<file path="config.mk">
export PLATFORM = sky130hd
export DESIGN_NAME = ip_mask_record_classifier_core_flat
export DESIGN_NICKNAME = d
export VERILOG_FILES = /design/src/ipmc_pkg.sv /design/src/ipmc_in_if.sv /design/src/ipmc_out_if.sv /design/src/ipmc_parse.sv /design/src/ipmc_tally.sv /design/src/ip_mask_record_classifier_core.sv /design/src/flat_wrapper.sv
export SDC_FILE = /design/constraint.sdc
export NUM_CORES = 1
export LEC_CHECK = 0
export BUFFER_PORTS_ARGS = -buffer_cell sky130_fd_sc_hd__buf_2
export CAP_MARGIN = 20
export CORE_ASPECT_RATIO = 1.5
export CORE_MARGIN = 1
export CORE_UTILIZATION = 60
export DETAILED_ROUTE_END_ITERATION = 10
export HOLD_SLACK_MARGIN = 0.03
export PLACE_DENSITY = 0.84
export SYNTH_ARGS = -nofsm -noshare
export SYNTH_HDL_FRONTEND = slang
export SYNTH_SLANG_ARGS = --single-unit
export TNS_END_PERCENT = 30
</file>
<file path="constraint.sdc">
create_clock -name clk -period 6.8 [get_ports clk]
set_input_delay 0.34 -clock clk [delete_from_list [all_inputs] [get_ports clk]]
set_output_delay 0.34 -clock clk [all_outputs]
set_load 0.01 [all_outputs]
</file>
<file path="src/ipmc_pkg.sv">
package ipmc_pkg;

	localparam int COUNT_BITS_DEF = 32;
	localparam int COUNT_OUT_W    = 32;
	localparam int NUM_COUNTERS   = 7;
	localparam int CNT_IDX_W      = $clog2(NUM_COUNTERS);

	// result categories; the first six double as counter indexes
	localparam logic [2:0] CAT_A       = 3'd0;
	localparam logic [2:0] CAT_B       = 3'd1;
	localparam logic [2:0] CAT_C       = 3'd2;
	localparam logic [2:0] CAT_D       = 3'd3;
	localparam logic [2:0] CAT_E       = 3'd4;
	localparam logic [2:0] CAT_INVALID = 3'd5;
	localparam logic [2:0] CAT_IGNORED = 3'd6;

	// counter slot that tracks private addresses
	localparam logic [CNT_IDX_W-1:0] CNT_PRIVATE = CNT_IDX_W'(6);

	typedef struct packed {
		logic       valid;
		logic [2:0] category;
		logic       is_private;
	} ipmc_res_t;

endpackage

</file>
<file path="src/ipmc_in_if.sv">
interface ipmc_in_if;
	logic       valid;
	logic       ready;
	logic [7:0] ch;
	logic       end_of_record;

	modport source (output valid, output ch, output end_of_record, input ready);
	modport sink (input valid, input ch, input end_of_record, output ready);
endinterface

</file>
<file path="src/ipmc_out_if.sv">
interface ipmc_out_if;
	logic        valid;
	logic        ready;
	logic [2:0]  category;
	logic        is_private;
	logic [31:0] count_a;
	logic [31:0] count_b;
	logic [31:0] count_c;
	logic [31:0] count_d;
	logic [31:0] count_e;
	logic [31:0] count_invalid;
	logic [31:0] count_private;

	modport source (
		output valid, output category, output is_private,
		output count_a, output count_b, output count_c, output count_d,
		output count_e, output count_invalid, output count_private,
		input ready
	);
	modport sink (
		input valid, input category, input is_private,
		input count_a, input count_b, input count_c, input count_d,
		input count_e, input count_invalid, input count_private,
		output ready
	);
endinterface

</file>
<file path="src/ipmc_parse.sv">
module ipmc_parse (
	input  logic                clk,
	input  logic                arst_n,
	ipmc_in_if.sink             item,
	input  logic                take,
	output ipmc_pkg::ipmc_res_t res_s2
);

	localparam logic [7:0] CH_TILDE = 8'h7E;
	localparam logic [7:0] CH_DOT   = 8'h2E;
	localparam logic [7:0] CH_ZERO  = 8'h30;
	localparam logic [7:0] CH_NINE  = 8'h39;
	localparam logic [2:0] SEG_DONE = 3'd4;
	localparam logic [2:0] SEG_STOP = 3'd7;
	localparam logic [8:0] SEG_SAT  = 9'd256;

	// input stage
	logic       vld_s1;
	logic [7:0] ch_s1;
	logic       eor_s1;

	// parse state
	logic        in_mask_q, seg_ne_q, broken_q, addr_done_q, addr_bad_q, rec_ne_q;
	logic [2:0]  seg_idx_q;
	logic [8:0]  seg_val_q;
	logic [7:0]  oct1_q, oct2_q;
	logic [31:0] mask_q;

	logic        in_mask_d, seg_ne_d, broken_d, addr_done_d, addr_bad_d, rec_ne_d;
	logic [2:0]  seg_idx_d;
	logic [8:0]  seg_val_d;
	logic [7:0]  oct1_d, oct2_d;
	logic [31:0] mask_d;

	// segment close, shared by '.', '~' and end of record
	logic        seg_open, seg_good;
	logic [2:0]  cs_idx;
	logic [31:0] cs_mask;
	logic [7:0]  cs_oct1, cs_oct2;

	logic        s2_free, s1_adv;
	logic [11:0] acc;
	logic [31:0] inv_mask;
	logic        contig, addr_ok, mask_ok;
	ipmc_pkg::ipmc_res_t res;

	assign s2_free    = !res_s2.valid || take;
	assign s1_adv     = vld_s1 && s2_free;
	assign item.ready = !vld_s1 || s2_free;

	always_comb begin
		seg_open = seg_idx_q < SEG_DONE;
		seg_good = seg_ne_q && !seg_val_q[8];
		cs_idx   = seg_idx_q;
		cs_mask  = mask_q;
		cs_oct1  = oct1_q;
		cs_oct2  = oct2_q;
		if (seg_open) begin
			if (seg_good) begin
				cs_idx = seg_idx_q + 3'd1;
				if (in_mask_q) begin
					cs_mask = {mask_q[23:0], seg_val_q[7:0]};
				end else if (seg_idx_q == 3'd0) begin
					cs_oct1 = seg_val_q[7:0];
				end else if (seg_idx_q == 3'd1) begin
					cs_oct2 = seg_val_q[7:0];
				end
			end else begin
				cs_idx = SEG_STOP;
			end
		end
	end

	assign acc = {seg_val_q, 3'b000} + {2'b00, seg_val_q, 1'b0} + {4'd0, ch_s1 - CH_ZERO};

	// contiguous ones from the top, neither empty nor full
	assign inv_mask = ~cs_mask;
	assign contig   = (cs_mask != '0) && (cs_mask != '1) &&
		((inv_mask & (inv_mask + 32'd1)) == '0);
	assign addr_ok  = in_mask_q && addr_done_q && !addr_bad_q;
	assign mask_ok  = in_mask_q && (cs_idx == SEG_DONE) && !broken_q;

	always_comb begin
		res.valid      = 1'b0;
		res.category   = ipmc_pkg::CAT_INVALID;
		res.is_private = 1'b0;
		if (!addr_ok || !mask_ok) begin
			res.category = ipmc_pkg::CAT_INVALID;
		end else if (oct1_q == 8'd0 || oct1_q == 8'd127) begin
			res.category = ipmc_pkg::CAT_IGNORED;
		end else if (!contig) begin
			res.category = ipmc_pkg::CAT_INVALID;
		end else if (oct1_q <= 8'd126) begin
			res.category   = ipmc_pkg::CAT_A;
			res.is_private = oct1_q == 8'd10;
		end else if (oct1_q <= 8'd191) begin
			res.category   = ipmc_pkg::CAT_B;
			res.is_private = oct1_q == 8'd172 && oct2_q >= 8'd16 && oct2_q <= 8'd31;
		end else if (oct1_q <= 8'd223) begin
			res.category   = ipmc_pkg::CAT_C;
			res.is_private = oct1_q == 8'd192 && oct2_q == 8'd168;
		end else if (oct1_q <= 8'd239) begin
			res.category = ipmc_pkg::CAT_D;
		end else begin
			res.category = ipmc_pkg::CAT_E;
		end
		if (eor_s1 && rec_ne_q) begin
			res.valid = 1'b1;
		end
	end

	always_comb begin
		in_mask_d   = in_mask_q;
		seg_idx_d   = seg_idx_q;
		seg_val_d   = seg_val_q;
		seg_ne_d    = seg_ne_q;
		broken_d    = broken_q;
		addr_done_d = addr_done_q;
		addr_bad_d  = addr_bad_q;
		oct1_d      = oct1_q;
		oct2_d      = oct2_q;
		mask_d      = mask_q;
		rec_ne_d    = rec_ne_q;
		if (eor_s1) begin
			in_mask_d   = 1'b0;
			seg_idx_d   = 3'd0;
			seg_val_d   = '0;
			seg_ne_d    = 1'b0;
			broken_d    = 1'b0;
			addr_done_d = 1'b0;
			addr_bad_d  = 1'b0;
			oct1_d      = '0;
			oct2_d      = '0;
			mask_d      = '0;
			rec_ne_d    = 1'b0;
		end else begin
			rec_ne_d = 1'b1;
			if (ch_s1 == CH_TILDE) begin
				if (in_mask_q) begin
					broken_d = 1'b1;
				end else begin
					addr_done_d = cs_idx == SEG_DONE;
					addr_bad_d  = broken_q;
					oct1_d      = cs_oct1;
					oct2_d      = cs_oct2;
					in_mask_d   = 1'b1;
					seg_idx_d   = 3'd0;
					seg_val_d   = '0;
					seg_ne_d    = 1'b0;
					broken_d    = 1'b0;
				end
			end else if (ch_s1 == CH_DOT) begin
				seg_idx_d = cs_idx;
				mask_d    = cs_mask;
				oct1_d    = cs_oct1;
				oct2_d    = cs_oct2;
				seg_val_d = '0;
				seg_ne_d  = 1'b0;
			end else if (ch_s1 >= CH_ZERO && ch_s1 <= CH_NINE) begin
				if (seg_open) begin
					seg_val_d = (acc > 12'(SEG_SAT)) ? SEG_SAT : acc[8:0];
					seg_ne_d  = 1'b1;
				end
			end else begin
				broken_d = 1'b1;
			end
		end
	end

	always_ff @(posedge clk or negedge arst_n) begin
		if (!arst_n) begin
			vld_s1 <= 1'b0;
		end else if (item.valid && item.ready) begin
			vld_s1 <= 1'b1;
		end else if (s2_free) begin
			vld_s1 <= 1'b0;
		end
	end

	always_ff @(posedge clk) begin
		if (item.valid && item.ready) begin
			ch_s1  <= item.ch;
			eor_s1 <= item.end_of_record;
		end
	end

	always_ff @(posedge clk or negedge arst_n) begin
		if (!arst_n) begin
			in_mask_q   <= 1'b0;
			seg_idx_q   <= 3'd0;
			seg_val_q   <= '0;
			seg_ne_q    <= 1'b0;
			broken_q    <= 1'b0;
			addr_done_q <= 1'b0;
			addr_bad_q  <= 1'b0;
			oct1_q      <= '0;
			oct2_q      <= '0;
			mask_q      <= '0;
			rec_ne_q    <= 1'b0;
		end else if (s1_adv) begin
			in_mask_q   <= in_mask_d;
			seg_idx_q   <= seg_idx_d;
			seg_val_q   <= seg_val_d;
			seg_ne_q    <= seg_ne_d;
			broken_q    <= broken_d;
			addr_done_q <= addr_done_d;
			addr_bad_q  <= addr_bad_d;
			oct1_q      <= oct1_d;
			oct2_q      <= oct2_d;
			mask_q      <= mask_d;
			rec_ne_q    <= rec_ne_d;
		end
	end

	always_ff @(posedge clk or negedge arst_n) begin
		if (!arst_n) begin
			res_s2.valid      <= 1'b0;
			res_s2.category   <= ipmc_pkg::CAT_INVALID;
			res_s2.is_private <= 1'b0;
		end else if (s2_free) begin
			res_s2.valid      <= s1_adv && res.valid;
			res_s2.category   <= res.category;
			res_s2.is_private <= res.is_private;
		end
	end

endmodule

</file>
<file path="src/ipmc_tally.sv">
module ipmc_tally #(
	parameter int COUNT_BITS = ipmc_pkg::COUNT_BITS_DEF
) (
	input  logic                clk,
	input  logic                arst_n,
	input  ipmc_pkg::ipmc_res_t res_s2,
	output logic                take,
	ipmc_out_if.source          result
);

	logic [COUNT_BITS-1:0] cnt_q [ipmc_pkg::NUM_COUNTERS];
	logic [ipmc_pkg::NUM_COUNTERS-1:0] hit;
	logic                  out_vld_q;
	logic [2:0]            cat_q;
	logic                  priv_q;
	logic                  load;

	assign take = !out_vld_q || result.ready;
	assign load = res_s2.valid && take;

	// ignored records hit no slot; the private slot follows the flag alone
	always_comb begin
		for (int i = 0; i < ipmc_pkg::NUM_COUNTERS; i++) begin
			if (ipmc_pkg::CNT_IDX_W'(i) == ipmc_pkg::CNT_PRIVATE) begin
				hit[i] = res_s2.is_private;
			end else begin
				hit[i] = res_s2.category == 3'(i);
			end
		end
	end

	always_ff @(posedge clk or negedge arst_n) begin
		if (!arst_n) begin
			for (int i = 0; i < ipmc_pkg::NUM_COUNTERS; i++) begin
				cnt_q[i] <= '0;
			end
		end else if (load) begin
			for (int i = 0; i < ipmc_pkg::NUM_COUNTERS; i++) begin
				if (hit[i] && cnt_q[i] != '1) begin
					cnt_q[i] <= cnt_q[i] + COUNT_BITS'(1);
				end
			end
		end
	end

	always_ff @(posedge clk or negedge arst_n) begin
		if (!arst_n) begin
			out_vld_q <= 1'b0;
		end else if (take) begin
			out_vld_q <= res_s2.valid;
		end
	end

	always_ff @(posedge clk) begin
		if (load) begin
			cat_q  <= res_s2.category;
			priv_q <= res_s2.is_private;
		end
	end

	// counters only move on a load, so they hold with the word
	assign result.valid         = out_vld_q;
	assign result.category      = cat_q;
	assign result.is_private    = priv_q;
	assign result.count_a       = ipmc_pkg::COUNT_OUT_W'(cnt_q[ipmc_pkg::CAT_A]);
	assign result.count_b       = ipmc_pkg::COUNT_OUT_W'(cnt_q[ipmc_pkg::CAT_B]);
	assign result.count_c       = ipmc_pkg::COUNT_OUT_W'(cnt_q[ipmc_pkg::CAT_C]);
	assign result.count_d       = ipmc_pkg::COUNT_OUT_W'(cnt_q[ipmc_pkg::CAT_D]);
	assign result.count_e       = ipmc_pkg::COUNT_OUT_W'(cnt_q[ipmc_pkg::CAT_E]);
	assign result.count_invalid = ipmc_pkg::COUNT_OUT_W'(cnt_q[ipmc_pkg::CAT_INVALID]);
	assign result.count_private = ipmc_pkg::COUNT_OUT_W'(cnt_q[ipmc_pkg::CNT_PRIVATE]);

endmodule

</file>
<file path="src/ip_mask_record_classifier_core.sv">
// Path: a closing end-of-record word passes the input register, the classify register,
// then the output register with counter update, on its way to the result port.
// Throughput: one character word per cycle; only a full result port that is not ready stalls the chain.
// Reset: arst_n clears parse state, all seven counters and every valid flag at once;
// the block takes words in the first cycle after release.
module ip_mask_record_classifier_core #(
	parameter int COUNT_BITS = ipmc_pkg::COUNT_BITS_DEF
) (
	input logic        clk,
	input logic        arst_n,
	ipmc_in_if.sink    item,
	ipmc_out_if.source result
);

	ipmc_pkg::ipmc_res_t res_s2;
	logic                take;

	ipmc_parse u_parse (
		.clk    (clk),
		.arst_n (arst_n),
		.item   (item),
		.take   (take),
		.res_s2 (res_s2)
	);

	ipmc_tally #(
		.COUNT_BITS (COUNT_BITS)
	) u_tally (
		.clk    (clk),
		.arst_n (arst_n),
		.res_s2 (res_s2),
		.take   (take),
		.result (result)
	);

endmodule
</file>
<file path="src/flat_wrapper.sv">
// flat-port wrapper written by rule: the top's interface ports become plain ports
module ip_mask_record_classifier_core_flat 
#(
	parameter int COUNT_BITS = ipmc_pkg::COUNT_BITS_DEF
)
  (clk, arst_n, item_valid, item_ch, item_end_of_record, item_ready, result_valid, result_category, result_is_private, result_count_a, result_count_b, result_count_c, result_count_d, result_count_e, result_count_invalid, result_count_private, result_ready);
  ipmc_in_if item_i ();
  ipmc_out_if result_i ();
  input logic clk;
  input logic arst_n;
  input wire logic [$bits(item_i.valid)-1:0] item_valid;
  input wire logic [$bits(item_i.ch)-1:0] item_ch;
  input wire logic [$bits(item_i.end_of_record)-1:0] item_end_of_record;
  output wire logic [$bits(item_i.ready)-1:0] item_ready;
  output wire logic [$bits(result_i.valid)-1:0] result_valid;
  output wire logic [$bits(result_i.category)-1:0] result_category;
  output wire logic [$bits(result_i.is_private)-1:0] result_is_private;
  output wire logic [$bits(result_i.count_a)-1:0] result_count_a;
  output wire logic [$bits(result_i.count_b)-1:0] result_count_b;
  output wire logic [$bits(result_i.count_c)-1:0] result_count_c;
  output wire logic [$bits(result_i.count_d)-1:0] result_count_d;
  output wire logic [$bits(result_i.count_e)-1:0] result_count_e;
  output wire logic [$bits(result_i.count_invalid)-1:0] result_count_invalid;
  output wire logic [$bits(result_i.count_private)-1:0] result_count_private;
  input wire logic [$bits(result_i.ready)-1:0] result_ready;
  assign item_i.valid = item_valid;
  assign item_i.ch = item_ch;
  assign item_i.end_of_record = item_end_of_record;
  assign item_ready = item_i.ready;
  assign result_valid = result_i.valid;
  assign result_category = result_i.category;
  assign result_is_private = result_i.is_private;
  assign result_count_a = result_i.count_a;
  assign result_count_b = result_i.count_b;
  assign result_count_c = result_i.count_c;
  assign result_count_d = result_i.count_d;
  assign result_count_e = result_i.count_e;
  assign result_count_invalid = result_i.count_invalid;
  assign result_count_private = result_i.count_private;
  assign result_i.ready = result_ready;
  ip_mask_record_classifier_core #(.COUNT_BITS(COUNT_BITS)) u_core (.clk(clk), .arst_n(arst_n), .item(item_i), .result(result_i));
endmodule
</file>
# [Word level (Yosys, flattened, before mapping)]
# Cells that the tools add are included.
# Widths: inputs -> output; s select.
[word_totals] ff_bits=310 in_bits=13 out_inout_bits=230 wordCells=208
[op_classes] n_addsub=12 n_lt_le_gt_ge=10 eq_ne=27 n_mux=70 bitwise=2 reduce_logical=60
[ops] operator="$add 32x1->32 const B" n=8
[ops] operator="$ne 32x32->1 const B" n=8
[ops] operator="$mux 32" n=6
[ops] operator="$mux 8" n=17
[ops] operator="$mux 9" n=7
[ops] operator="$mux 3" n=11
[ops] operator="$and 32x32->32" n=1
[ops] operator="$logic_not 32->1" n=1
[ops] operator="$not 32->32" n=1
[ops] operator="$reduce_bool 32->1" n=1
[ops] operator="$mux 1" n=27
[ops] operator="$eq 8x8->1 const B" n=3
[ops] operator="$le 8x8->1 const B" n=3
[ops] operator="$logic_and 1x1->1" n=23
[ops] operator="$eq 8x7->1 const B" n=2
[ops] operator="$reduce_and 2->1" n=8
[ops] operator="$add 12x10->12" n=1
[ops] operator="$add 12x8->12" n=1
[ops] operator="$gt 12x9->1 const B" n=1
[ops] operator="$reduce_and 3->1" n=4
[ops] operator="$eq 3x3->1 const B" n=3
[ops] operator="$ne 3x3->1 const B" n=3
[ops] operator="$eq 8x4->1 const B" n=1
[ops] operator="$eq 8x6->1 const B" n=1
[ops] operator="20 further kinds" n=39

# [Depth between registers and ports, before layout]
[logic_depth] ltp_word=12 mapped_depth=12 mapped_depth_nobuf=12

# [Hierarchy]
# Synthesis repeated with hierarchy kept, for this count alone.
[unflattened] hier_cells=1431 hier_area_um2=15294.7
[modules_own_cells] module="ipmc_tally" instances=1 cells_each=944 area_per_inst_um2=10431.3
[modules_own_cells] module="ipmc_parse" instances=1 cells_each=487 area_per_inst_um2=4863.4

# [Worst setup path before layout]
# No wires, ideal clock.
[synth_path] path_type="register -> register" from="register u_core.u_parse.ch_s1[4]" to="register u_core.u_parse.seg_val_q[0]" setup_time_ps=67 arrival_ps=3004 required_time_ps=6733 path_slack_ps=3729 path_stages_with_launch=11 path_buffers=0 synth_period_minus_slack_ps=3071 path_cell_list="edfxtp_1 > ha_1 > xnor2_1 > fa_1 > ha_1 > o21a_1 > a21boi_1 > o41ai_1 > mux2i_1 > a2111oi_4 > a22o_1"
[synth_between] elab_chain_len=9
[synth_lines] element="from (decl)" line_no="ipmc_parse.sv:19" text="logic [7:0] ch_s1;"
[synth_lines] element="from (signal assigned)" line_no="ipmc_parse.sv:182" text="ch_s1 <= item.ch;"
[synth_lines] element="$sub 8x6->8" line_no="ipmc_parse.sv:74" text="assign acc = {seg_val_q, 3'b000} + {2'b00, seg_val_q, 1'b0} + {4'd0, ch_s1 - CH_ZERO};"
[synth_lines] element="$add 12x8->12" line_no="ipmc_parse.sv:74"
[synth_lines] element="$gt 12x9->1" line_no="ipmc_parse.sv:161" text="seg_val_d = (acc > 12'(SEG_SAT)) ? SEG_SAT : acc[8:0];"
[synth_lines] element="$mux 9" line_no="ipmc_parse.sv:161"
[synth_lines] element="$mux 9" line_no="ipmc_parse.sv:160" text="if (seg_open) begin"
[synth_lines] element="$mux 9" line_no="ipmc_parse.sv:159" text="end else if (ch_s1 >= CH_ZERO && ch_s1 <= CH_NINE) begin"
[synth_lines] element="$mux 9" line_no="ipmc_parse.sv:152" text="end else if (ch_s1 == CH_DOT) begin"
[synth_lines] element="$mux 9" line_no="ipmc_parse.sv:138" text="if (ch_s1 == CH_TILDE) begin"
[synth_lines] element="$mux 9" line_no="ipmc_parse.sv:124" text="if (eor_s1) begin"
[synth_lines] element="to (signal assigned)" line_no="ipmc_parse.sv:203" text="seg_val_q <= seg_val_d;"
[synth_lines] element="to (decl)" line_no="ipmc_parse.sv:25" text="logic [8:0] seg_val_q;"
# Parallel ways exist; a longest one is shown, timed or not. The select of a mux whose other input is x is not followed.
# A chain may end at the register's enable or synchronous reset.

# [Final worst setup path]
[layout_path] from="register u_core.u_parse.ch_s1[4]" to="register u_core.u_parse.seg_val_q[3]"
# The elaborated chain is that of the path after synthesis.

==> summary.log <==
INFO  outcome        status=finished, final reports clean
INFO  logic_synthesis synth.largest_area_cell=sky130_fd_sc_hd__dfrtp_1
INFO  logic_synthesis syn-instance-count=1,425
INFO  logic_synthesis synth-seq-cells=310
INFO  finish         layout-drive-gt1-share=0.2053
INFO  die            num_io_pins=243
INFO  timing         fin_crit_sh=0.5187
INFO  route          detailroute.via_count=12,170
INFO  global_route   antenna_found_initial=0
INFO  route          post-route-drc-count=0
INFO  clocking       tritoncts.num_buffers=30
INFO  pwr            maximum_vdd_drop=232.6uV
INFO  critical_path  critical_path_required=7.29ns
INFO  finish         n_antenna_cell=0
INFO  run            cap_violations=0
INFO  finish         mostFrequentLayoutCells=295 x sky130_fd_sc_hd__dfrtp_1, 241 x sky130_fd_sc_hd__buf_2, 145 x sky130_fd_sc_hd__xnor2_1, 112 x sky130_fd_sc_hd__nand2_1, 99 x sky130_fd_sc_hd__nor2_1
INFO  timing         rsz_0062_raised_after_global_routing=no
INFO  die            dieArea=26,110squm
INFO  route          vias_per_cell=5.987
INFO  logic_synthesis synth-main-ff-cell=sky130_fd_sc_hd__dfrtp_1
INFO  die            die_h=197.4um
INFO  worst_hold_path hold_path.class=in -> reg
INFO  route          first_iter_violations=772
INFO  route          detailedRoute.firstPassIterationCount=5
INFO  place          port_buffers=242
INFO  logic_synthesis mappedNetlistNets=1,469
INFO  pwr            power_per_cell_area=217.8nW/um^2
INFO  critical_path  cp-start-kind=flip-flop
INFO  logic_synthesis post_synth_main_area_contributors=sky130_fd_sc_hd__dfrtp_1 48%, sky130_fd_sc_hd__xnor2_1 8.3%, sky130_fd_sc_hd__xor2_1 4.5%, sky130_fd_sc_hd__nand4_1 2.9%, sky130_fd_sc_hd__nand3_1 2.8%
INFO  route          drt-wirelength-per-cell=18.65um
INFO  global_route   grt-ovfl-total=0
INFO  route          finalWirelength=37,920um
INFO  clocking       clkSlewWorstSetupHoldPaths=0.07ns
INFO  timing         worst_slew_pin_tran=0.9794ns
INFO  critical_path  path_max_fanout=8
INFO  route          ant_nets=0
INFO  place          post-dp-hpwl=26,920um
INFO  logic_synthesis number_of_flops_mapped_to_enable_cells_by_yosys=13
INFO  finish         area.growth.synth_to_final=18.09%
INFO  timing         hold-worst-slack=0.1241ns
INFO  logic_synthesis sequential_share_of_the_synthesized_area=0.5123
INFO  logic_synthesis syn_area=15,270squm
INFO  place          last_weighted_congestion_value_of_the_routability_driven_placer=0.9664
INFO  logic_synthesis syn_area_per_cell=10.72squm
INFO  clocking       ctsHtreeMaxLevel=1
INFO  clocking       clock-sinks=310
INFO  logic_synthesis yosys_warnings=0
INFO  clocking       insertion_delay=0.58ns
INFO  die            chipWidth=132.3um
INFO  clocking       clock_tree_buffer_depth=3
INFO  critical_path  cp.arrival=4.01ns
INFO  timing         period_needed=3.527ns
INFO  die            effective_utilization_at_floorplan=0.6097
INFO  clocking       cts-root-buf=sky130_fd_sc_hd__clkbuf_16
INFO  timing         maxClockFrequency=283.5MHz
INFO  clocking       postCtsSetupRepairBufs=0
INFO  global_route   grt_first_pass_wirelength=61,890um
INFO  global_route   groute.usage.overall=0.2931
INFO  global_route   first_global_vias=11,980
INFO  critical_path  sort_of_element_at_the_end_of_the_critical_path=flip-flop
INFO  finish         mostFrequentLayoutCell=sky130_fd_sc_hd__dfrtp_1
INFO  logic_synthesis synth-async-reset-ratio=0.9581
INFO  timing         worst_slew_margin_rel=0.3471
INFO  die            core.rowCount=71
INFO  die            core-area=25,050squm
INFO  logic_synthesis ys_types=81
INFO  logic_synthesis synth_top_cell_area_share=0.4833
INFO  pwr            p_leak=0.008968uW
INFO  critical_path  critical_path_class=reg -> reg
INFO  timing         hold_viol=0
INFO  timing         timing.final.setup_violations=0
INFO  global_route   grt_max_degree=168
INFO  finish         fin_nets=1,725
INFO  timing         final.setup_skew=0.03202ns
INFO  timing         maxSlewViolCount=0
INFO  timing         setup-tns-final=0ns
INFO  clocking       tritoncts_clock_tree=built
-- critical path, stage by stage, from the launching register on --
cell	delay (ns)
sky130_fd_sc_hd__edfxtp_1	0.41
sky130_fd_sc_hd__ha_1	0.26
sky130_fd_sc_hd__xnor2_1	0.16
sky130_fd_sc_hd__fa_1	0.48
sky130_fd_sc_hd__ha_1	0.35
sky130_fd_sc_hd__o21a_1	0.22
sky130_fd_sc_hd__a21boi_1	0.15
sky130_fd_sc_hd__o41ai_1	0.45
sky130_fd_sc_hd__mux2i_1	0.23
sky130_fd_sc_hd__a2111oi_4	0.54
sky130_fd_sc_hd__a22o_1	0.22
-- cell families (layout without fill, tap and decap cells) --
group | Yosys count | count (layout) | share of synthesized area
DFF | 310 | 310 | 0.5123
muxes | 33 | 33 | 0.02384
AOI/OAI and AO/OA | 144 | 144 | 0.07103
xor gates and xnor gates | 223 | 223 | 0.1279
and+or+nand+nor | 598 | 598 | 0.2143
buffers and inverters | 86 | 366 | 0.02228
adders and majority gates | 31 | 31 | 0.02834
-- sequential cells by signal, summed over array words and instances, names as in the netlist, 9 cells and up --
signal                               flops
u_core.u_parse.mask_q                   32
u_core.u_tally.result.count_e           32
u_core.u_tally.result.count_c           32
u_core.u_tally.result.count_d           32
u_core.u_parse.seg_val_q                 9
u_core.u_tally.result.count_private     32
u_core.u_tally.result.count_b           32
u_core.u_tally.result.count_a           32
u_core.u_tally.result.count_invalid     32
-- where the power goes --
group	total (uW)	internal, uW	switching [uW]
registers	1910	1880	34.5
clock network	1840	1110	734
logic	172	63.7	108
total	3930	3050	877
-- metrics by stage --
step / util / area, sq um / setup slack [ns] / cells / total power [uW]
CTS: 0.7200 / 18040 / 3.324 / 2033 / 3955
finish: 0.7200 / 18040 / 3.273 / 2033 / 3928
detailed placement: 0.6714 / 16820 / 3.336 / 1966 / 2116
global route: 0.7200 / 18040 / 3.063 / 2033 / 4054
global placement: 0.6714 / 16820 / 3.474 / 1966 / 2107
floorplan: - / 15270 / 3.729 / 1425 / 2030
-- cell usage after synthesis, drive strengths merged, types with 13 or more instances --
| library cell | number |
|---|---|
| clkbuf | 20 |
| nand4 | 71 |
| nand3 | 87 |
| a22o | 39 |
| dfrtp | 295 |
| xnor2 | 145 |
| and4 | 31 |
| mux2 | 27 |
| buf | 14 |
| nor2 | 99 |
| nor3 | 51 |
| ha | 25 |
| xor2 | 78 |
| nor4 | 23 |
| a21oi | 25 |
| nand2 | 112 |
| and3 | 38 |
| edfxtp | 13 |
| inv | 51 |
| and2 | 27 |
| o21ai | 26 |
| nor2b | 13 |
-- final timing paths --
kind | start | to | slack, ns | cells after the start
min | result_ready | u_core.u_tally.result.valid$_DFFE_PN0P_ | 0.12 | 3
max reg2reg | u_core.u_parse.ch_s1[4]$_DFFE_PP_ | u_core.u_parse.seg_val_q[3]$_DFFE_PN0P_ | 3.27 | 10
max in group asynchronous | arst_n | u_core.u_tally.result.count_b[24]$_DFFE_PN0P_ | 4.83 | 3
min in group asynchronous | arst_n | u_core.u_tally.result.count_invalid[21]$_DFFE_PN0P_ | 0.51 | 2
min reg2reg | u_core.u_tally.result.count_private[29]$_DFFE_PN0P_ | u_core.u_tally.result.count_private[29]$_DFFE_PN0P_ | 0.48 | 1
max | u_core.u_parse.ch_s1[4]$_DFFE_PP_ | u_core.u_parse.seg_val_q[3]$_DFFE_PN0P_ | 3.27 | 10
-- area by class of cell --
type                            instances  area [sq um]
Clock buffer                           36         793.3
Multi-Input combinational cell       1029          7118
Fill cell                            1763          7015
Timing Repair Buffer                  258          1381
Tap cell                              328         410.4
Clock inverter                         20         312.8
Sequential cell                       310          7825
Inverter                               52         195.2
-- timing repair --
| action | in CTS | in global routing |
|---|---|---|
| gates resized for setup | 0 | 0 |
| setup endpoints to repair | 0 | 0 |
| hold endpoints to repair | 140 | 0 |
| hold buffers | 11 | 0 |
-- metal layers --
layer | track usage | share of wire
met1 | 0.3539 | 0.38
met4 | 0.1401 | 0.047
met5 | 0 | 0
met2 | 0.5217 | 0.52
met3 | 0.03541 | 0.053
Power figures use the tool's default switching activity.
